==> config.mk <==
export PLATFORM = sky130hd
export DESIGN_NAME = bfe_ctrl
export DESIGN_NICKNAME = d
export VERILOG_FILES = /design/src/design/bfe_pkg.sv /design/src/design/bfe_ctrl.sv
export SDC_FILE = /design/constraint.sdc
export NUM_CORES = 1
export LEC_CHECK = 0
export ABC_AREA = 1
export BUFFER_PORTS_ARGS = -buffer_cell sky130_fd_sc_hd__buf_2
export CORE_AREA = 2 2 39 41
export CTS_BUF_LIST = sky130_fd_sc_hd__clkbuf_4 sky130_fd_sc_hd__clkbuf_8 sky130_fd_sc_hd__clkbuf_16
export DETAILED_ROUTE_END_ITERATION = 7
export DIE_AREA = 0 0 41 43
export HOLD_SLACK_MARGIN = 0.15
export PLACE_DENSITY = 0.82
export RECOVER_POWER = 50
export SETUP_SLACK_MARGIN = 0.05
export SLEW_MARGIN = 20
export SYNTH_ARGS = -nofsm -noshare
export SYNTH_HDL_FRONTEND = slang
export SYNTH_SLANG_ARGS = --single-unit
==> constraint.sdc <==
create_clock -name clk -period 1.7 [get_ports clk]
set_clock_uncertainty 0.15 [all_clocks]
set_input_delay 0.085 -clock clk [delete_from_list [all_inputs] [get_ports clk]]
set_output_delay 0.085 -clock clk [all_outputs]
set_load 0.1 [all_outputs]
==> src/design/bfe_pkg.sv <==
// ============================================================================
// bfe_pkg: shared types and constants of the Bloom filter engine
// Holds the item structs, opcodes, register indexes and controller states.
// ============================================================================
package bfe_pkg;

    localparam int CFG_IDX_W  = 3;
    localparam int CFG_DATA_W = 64;

    typedef enum logic [1:0] {
        OP_INSERT = 2'd0,
        OP_LOOKUP = 2'd1,
        OP_CLEAR  = 2'd2,
        OP_NONE   = 2'd3
    } opcode_t;

    typedef enum logic [2:0] {
        REG_HASH_COUNT = 3'd0,
        REG_FILTER_LEN = 3'd1,
        REG_COEF_A0    = 3'd2,
        REG_COEF_B0    = 3'd3,
        REG_COEF_A1    = 3'd4,
        REG_COEF_B1    = 3'd5,
        REG_COEF_A2    = 3'd6,
        REG_COEF_B2    = 3'd7
    } reg_index_t;

    typedef struct packed {
        logic [1:0]  opcode;
        logic [63:0] key_chunk;
        logic        last_chunk;
    } in_item_t;

    typedef struct packed {
        logic present;
        logic accepted;
    } out_item_t;

    typedef enum logic [3:0] {
        ST_IDLE,
        ST_WIPE,
        ST_MUL,
        ST_ACC,
        ST_HCHK,
        ST_MOD,
        ST_PROBE_RD,
        ST_PROBE_WAIT,
        ST_PROBE_DO,
        ST_NEXT,
        ST_DONE
    } state_t;

    // Commands from the controller to the datapath.
    typedef struct packed {
        logic load_item;
        logic wipe_step;
        logic mul_step;
        logic acc_step;
        logic mod_start;
        logic probe_read;
        logic probe_apply;
        logic next_hash;
        logic finish;
    } dp_cmd_t;

    // Status from the datapath to the controller.
    typedef struct packed {
        logic mul_done;
        logic mod_done;
        logic wipe_done;
        logic last_hash;
        logic no_hash;
        logic len_zero;
        logic is_last;
        logic [1:0] op;
    } dp_stat_t;

endpackage

==> src/design/bfe_ctrl.sv <==
// ============================================================================
// bfe_ctrl: sequencing controller
// Steps each item through multiply, accumulate, remainder and bit probes, or through the wipe for a clear.
// ============================================================================
module bfe_ctrl #(
    parameter int MAX_HASHES = 3
) (
    input  logic              clk,
    input  logic              rst_n,
    input  logic              start,
    input  logic [1:0]        opcode,
    input  bfe_pkg::dp_stat_t stat,
    output bfe_pkg::dp_cmd_t  cmd,
    output logic              busy,
    output logic              done
);

    localparam int HW = (MAX_HASHES > 1) ? $clog2(MAX_HASHES) : 1;

    bfe_pkg::state_t state_reg, state_next;
    logic [HW-1:0]   fn_reg, fn_next;
    logic            accept;

    assign accept = start && (state_reg == bfe_pkg::ST_IDLE);

    always_comb
    begin
        state_next = state_reg;
        fn_next    = fn_reg;
        unique case (state_reg)
            bfe_pkg::ST_IDLE:
            begin
                fn_next = '0;
                if (start)
                begin
                    if (opcode == bfe_pkg::OP_CLEAR)
                        state_next = bfe_pkg::ST_WIPE;
                    else if (opcode != bfe_pkg::OP_NONE)
                        state_next = bfe_pkg::ST_MUL;
                end
            end
            bfe_pkg::ST_WIPE:
                if (stat.wipe_done)
                    state_next = bfe_pkg::ST_IDLE;
            bfe_pkg::ST_MUL:
                if (stat.mul_done)
                    state_next = bfe_pkg::ST_ACC;
            bfe_pkg::ST_ACC:
            begin
                if (32'(fn_reg) == MAX_HASHES - 1)
                begin
                    fn_next = '0;
                    state_next = bfe_pkg::ST_HCHK;
                end
                else
                begin
                    fn_next = fn_reg + 1'b1;
                    state_next = bfe_pkg::ST_MUL;
                end
            end
            bfe_pkg::ST_HCHK:
            begin
                if (!stat.is_last)
                    state_next = bfe_pkg::ST_IDLE;
                else if (stat.len_zero || stat.no_hash)
                    state_next = bfe_pkg::ST_DONE;
                else
                    state_next = bfe_pkg::ST_MOD;
            end
            bfe_pkg::ST_MOD:
                if (stat.mod_done)
                    state_next = bfe_pkg::ST_PROBE_RD;
            bfe_pkg::ST_PROBE_RD:   state_next = bfe_pkg::ST_PROBE_WAIT;
            bfe_pkg::ST_PROBE_WAIT: state_next = bfe_pkg::ST_PROBE_DO;
            bfe_pkg::ST_PROBE_DO:
                state_next = stat.last_hash ? bfe_pkg::ST_DONE : bfe_pkg::ST_NEXT;
            bfe_pkg::ST_NEXT:       state_next = bfe_pkg::ST_HCHK;
            bfe_pkg::ST_DONE:       state_next = bfe_pkg::ST_IDLE;
            default:                state_next = bfe_pkg::ST_IDLE;
        endcase
    end

    // The remainder unit starts on entry to ST_MOD; it is pulsed from
    // HCHK, which NEXT returns to once the next sum is selected, and it
    // completes while the controller waits.
    always_comb
    begin
        cmd = '0;
        unique case (state_reg)
            bfe_pkg::ST_IDLE:    cmd.load_item = accept;
            bfe_pkg::ST_WIPE:    cmd.wipe_step = 1'b1;
            bfe_pkg::ST_MUL:     cmd.mul_step  = 1'b1;
            bfe_pkg::ST_ACC:     cmd.acc_step  = 1'b1;
            bfe_pkg::ST_HCHK:
                cmd.mod_start = stat.is_last && !stat.len_zero && !stat.no_hash;
            bfe_pkg::ST_PROBE_RD:   cmd.probe_read  = 1'b1;
            bfe_pkg::ST_PROBE_DO:   cmd.probe_apply = 1'b1;
            bfe_pkg::ST_NEXT:
            begin
                cmd.next_hash = 1'b1;
            end
            bfe_pkg::ST_DONE:    cmd.finish = 1'b1;
            default:             cmd = '0;
        endcase
    end

    always_ff @(posedge clk or negedge rst_n)
    begin
        if (!rst_n)
        begin
            state_reg <= bfe_pkg::ST_WIPE;
            fn_reg    <= '0;
            done      <= 1'b0;
        end
        else
        begin
            state_reg <= state_next;
            fn_reg    <= fn_next;
            done      <= (state_reg == bfe_pkg::ST_DONE);
        end
    end

    assign busy = (state_reg != bfe_pkg::ST_IDLE);

    a_done_after_finish: assert property (@(posedge clk) disable iff (!rst_n)
        (state_reg == bfe_pkg::ST_DONE) |=> done)
        else $error("result strobe missing after finish");
    a_no_accept_busy: assert property (@(posedge clk) disable iff (!rst_n)
        busy |-> !cmd.load_item)
        else $error("item loaded while busy");
    a_single_cmd: assert property (@(posedge clk) disable iff (!rst_n)
        $onehot0(cmd))
        else $error("more than one datapath command");

endmodule
# Word-level counts from Yosys, hierarchy flattened
# Index checks and enable logic that the tools add are counted.
totals:
  regBits: 7
  latch_bits: 0
  ram_bits: 0
  mem_bits_ro: 0
  in_bits: 14
  out_inout_bits: 11
  wordCells: 54
  mem_count: 0
op_classes:
  addsub: 1
  n_mul: 0
  div: 0
  order_cmp: 0
  eq_ne: 18
  n_shift: 0
  n_mux: 22
  bitwise: 0
  reduce_logical: 10
ops:
  columns: ["operator", "count"]
  rows:
  - ["$pmux W4 S10", 1]
  - ["$mux W4", 8]
  - ["$eq A4 B3 Y1 const B", 4]
  - ["$eq A4 B4 Y1 const B", 3]
  - ["$ne A2 B2 Y1 const B", 5]
  - ["$mux W1", 9]
  - ["$eq A4 B2 Y1 const B", 2]
  - ["$reduce_and A5 Y1", 1]
  - ["$eq A2 B2 Y1 const B", 2]
  - ["$eq A4 B1 Y1 const B", 1]
  - ["$logic_not A4 Y1", 1]
  - ["$mux W2", 2]
  - ["$pmux W2 S2", 1]
  - ["$reduce_bool A4 Y1", 1]
  - ["$logic_and A1 B1 Y1", 3]
  - ["$mux W3", 1]
  - ["$ne A3 B1 Y1 const B", 1]
  - ["$add A2 B1 Y2 const B", 1]
  - ["$logic_not A1 Y1", 2]
  - ["$reduce_bool A2 Y1", 1]
  - ["$logic_or A1 B1 Y1", 1]

# Depth between registers and ports, before layout
depth:
  depth_word: 5
  mapped_depth: 8
  ltp_nobuf: 8

# Worst setup path after synthesis
# No wires, ideal clock.
synth_path:
  path_type: "register to output"
  from: "reg state_reg[1]"
  to: "out cmd[8] (netlist name)"
  t_arrival_ps: 2713
  required_time_ps: 1465
  slack_ps: -1248
  path_stages_with_launch: 4
  path_buffers: 0
  path_cell_list: "dfrtp_1 nor2_2 nand2_1 nor2_1"
synth_lines:
  columns: ["element", "line_no", "source"]
  rows:
  - ["start, declared", "bfe_ctrl.sv:20", "bfe_pkg::state_t state_reg, state_next;"]
  - ["start signal, assigned", "bfe_ctrl.sv:111", "state_reg <= bfe_pkg::ST_WIPE;"]
  - ["start signal, assigned", "bfe_ctrl.sv:117", "state_reg <= state_next;"]
  - ["end, declared", "bfe_ctrl.sv:13", "output bfe_pkg::dp_cmd_t cmd,"]

==> run_results.csv <==
group,metric,value,unit
final_layout,drive_gt1_share,52.14,%
setup_path,r2r-end,"state_reg[2]$_DFFE_PN0P_",
setup_path,cp-end-kind,"primary output",
logic_synthesis,postSynthNetCount,105,
run_status,outcome,"complete, but fails checks",
logic_synthesis,synth_seq_cells,7,
timing,fmax,0.5792,GHz
final_layout,n_antenna_cell,0,
clock_network,clk_latency,290,ps
floorplan,fp.dieH,43,µm
timing,period_minus_slack,1727,ps
logic_synthesis,syn_avg_cell_area,5.857,µm²
final_layout,nFillCells,63,
final_layout,final_cell_mix,"22 x nand2_1, 13 x inv_1, 12 x buf_2",
logic_synthesis,seq_area_frac_synth,33.10,%
clock_network,clk_pin_slew_worst_paths,60,ps
floorplan,die_w,41,µm
route,dr.pass1.iters,5,
power_and_ir_drop,power_leakage,0.6007,nW
timing,finalMaxSlewViolations,0,
min_path,hold_start,"stat[3]",
clock_network,cts-buffers-inserted,3,
place,io_buffers,22,
final_layout,seqCellArea,180.2,µm²
global_routing,grt_usage,30.17,%
min_path,holdPathEnd,"state_reg[2]$_DFFE_PN0P_",
setup_path,worstPathMaxFanout,5,
min_path,hold_class,"in2reg",
clock_network,cts_tree,"built",
timing,finalHoldViolations,0,
timing,whs,216.4,ps
setup_path,start_kind,"flip-flop",
clock_network,clock_sinks,7,
final_layout,final_common_cell,"nand2_1",
place,place_congestion,0.8710,
logic_synthesis,syn_area,533.0,µm²
run_status,violations,"negative setup slack",
timing,slew_headroom,68.01,%
setup_path,r2r-start,"state_reg[0]$_DFFE_PN1P_",
floorplan,initial_utilization,38.52,%
setup_path,cp.arrival,1490,ps
final_layout,final_cells,156,
clock_network,cts-root-buf,"clkbuf_4",
setup_path,rrSetupSlack,110,ps
final_layout,largest_reg_flops,4,
place,dpl.cell_count,129,
logic_synthesis,synth_area_leaders,"dfrtp_1 28%, nand2_1 20%, inv_1 15%",
floorplan,rows,14,
logic_synthesis,synth_cells,91,
setup_path,critical_path_class,"reg2out",
floorplan,core,0.001384,mm²
global_routing,grt_first_pass_wirelength,3.360,mm
final_layout,fin_nets,155,
global_routing,antenna_found_initial,0,
clock_network,cts_max_level,1,
setup_path,crit_required,1460,ps
timing,setup_tns,-51.25,ps
power_and_ir_drop,power_density,1812,mW/mm²
timing,setup_viol_count_final,2,
route,drc,0,
floorplan,dieArea,0.001763,mm²
timing,finalCritPeriodShare,101.6,%
route,dr.first_iter.drc_count,33,
floorplan,num_io_pins,25,
power_and_ir_drop,ir_drop,2032,µV
route,via_count,822,
timing,rsz0062_at_grt,"yes",
logic_synthesis,synth.distinct_cells,16,
route,ant_nets,0,
timing,worst_pin_slew,483.2,ps
logic_synthesis,yosysTopAreaCell,"dfrtp_1",
route,wl,2.683,mm
route,wire_per_inst,17.20,µm
clock_network,cts_buffer_depth,2,
global_routing,grt_pass1_vias,793,
logic_synthesis,yosysWarningCount,0,
final_layout,multiInputGateArea,399.1,µm²
global_routing,grt_max_degree,7,
timing,finalWorstSetupSlack,-26.57,ps
logic_synthesis,yosysTopAreaCellShare,28.17,%
global_routing,grt.overflow.total,0,
route,drt-vias-per-instance,5.269,
setup_path,reg2reg_depth,6,
min_path,hold_depth,6,
place,dp_hpwl,1.311,mm
final_layout,area_growth,122.8,%
run,maxCapViolCount,0,
[where the power goes]
part	internal (W)	switching, W	leakage, nW
logic	0.000565	0.00107	0.496
clock network	0.000107	0.0000913	0.0184
registers	0.000235	0.0000842	0.0859
[layout make-up]
type | count | share of cell area, %
clock buffer | 4 | 2.529
inverter | 22 | 7.903
multi-input combinational | 62 | 33.61
sequential | 7 | 15.17
tap | 16 | 1.686
timing repair buffer | 45 | 39.09
[metal layers]
layer	track usage [%]	up-vias	part of all wire, %
met3	11.52	16	8.8
met5	0	-	0
met4	19.33	0	5.3
li1	-	367	-
met1	30.07	378	35
met2	48.75	61	51
[cells in the mapped netlist]
master    instances
a21oi_1           2
dfrtp_1           6
dfstp_2           1
inv_1            22
nand2_1          28
nand3_1           6
nand3b_1          1
nand4_1           1
nor2_1           15
nor2_2            3
nor2_4            1
nor3_1            1
o21a_1            1
o21ai_0           1
o21ai_1           1
or2_2             1
[worst max path at each step]
stage                                  start      to  slack [ps]  cells after the start
floorplan           state_reg[1]$_DFFE_PN0P_  cmd[8]        -150                      3
global route        state_reg[1]$_DFFE_PN0P_  cmd[3]         -70                      5
CTS                 state_reg[3]$_DFFE_PN0P_  cmd[0]          20                      5
detailed placement  state_reg[1]$_DFFE_PN0P_  cmd[4]         150                      6
global placement    state_reg[1]$_DFFE_PN0P_  cmd[4]         200                      6
finish              state_reg[1]$_DFFE_PN0P_  cmd[4]         -30                      6
[worst max-delay path: stages (launching register included)]
cell and delay, ps:
dfrtp_2 450, nor2_4 170, inv_2 90, nor2_4 150, nand2_4 80, clkinvlp_4 90
buf_12 160
[kinds of logic after synthesis]
logic type	after synthesis	share of synthesized area [%]
simple gates	57	46.24
buf+inv	22	15.49
flops	7	33.10
compound gates	5	5.163
[through the flow]
step                      cell area [µm²]  worst slack, ps  util (%)  total power [W]
after floorplan                     589.3           -152.1         -         0.001198
after global placement              869.6            201.0     62.84         0.001562
after detailed placement            869.6            151.5     62.84         0.001594
after CTS                            1032            19.39     74.59         0.001861
after global routing                 1187           -67.93     85.80         0.002231
final                                1187           -26.57     85.80         0.002151
[repair_timing]
| item | CTS | global route |
|---|---|---|
| hold endpoints to repair | 11 | 1 |
| setup endpoints to repair | 5 | 11 |
| pin swaps | 1 | 5 |
| hold buffers | 10 | 1 |
| resized for setup | 4 | 25 |
| buffers inserted | 3 | 9 |
No activity file was read; power rests on OpenSTA's default activity.
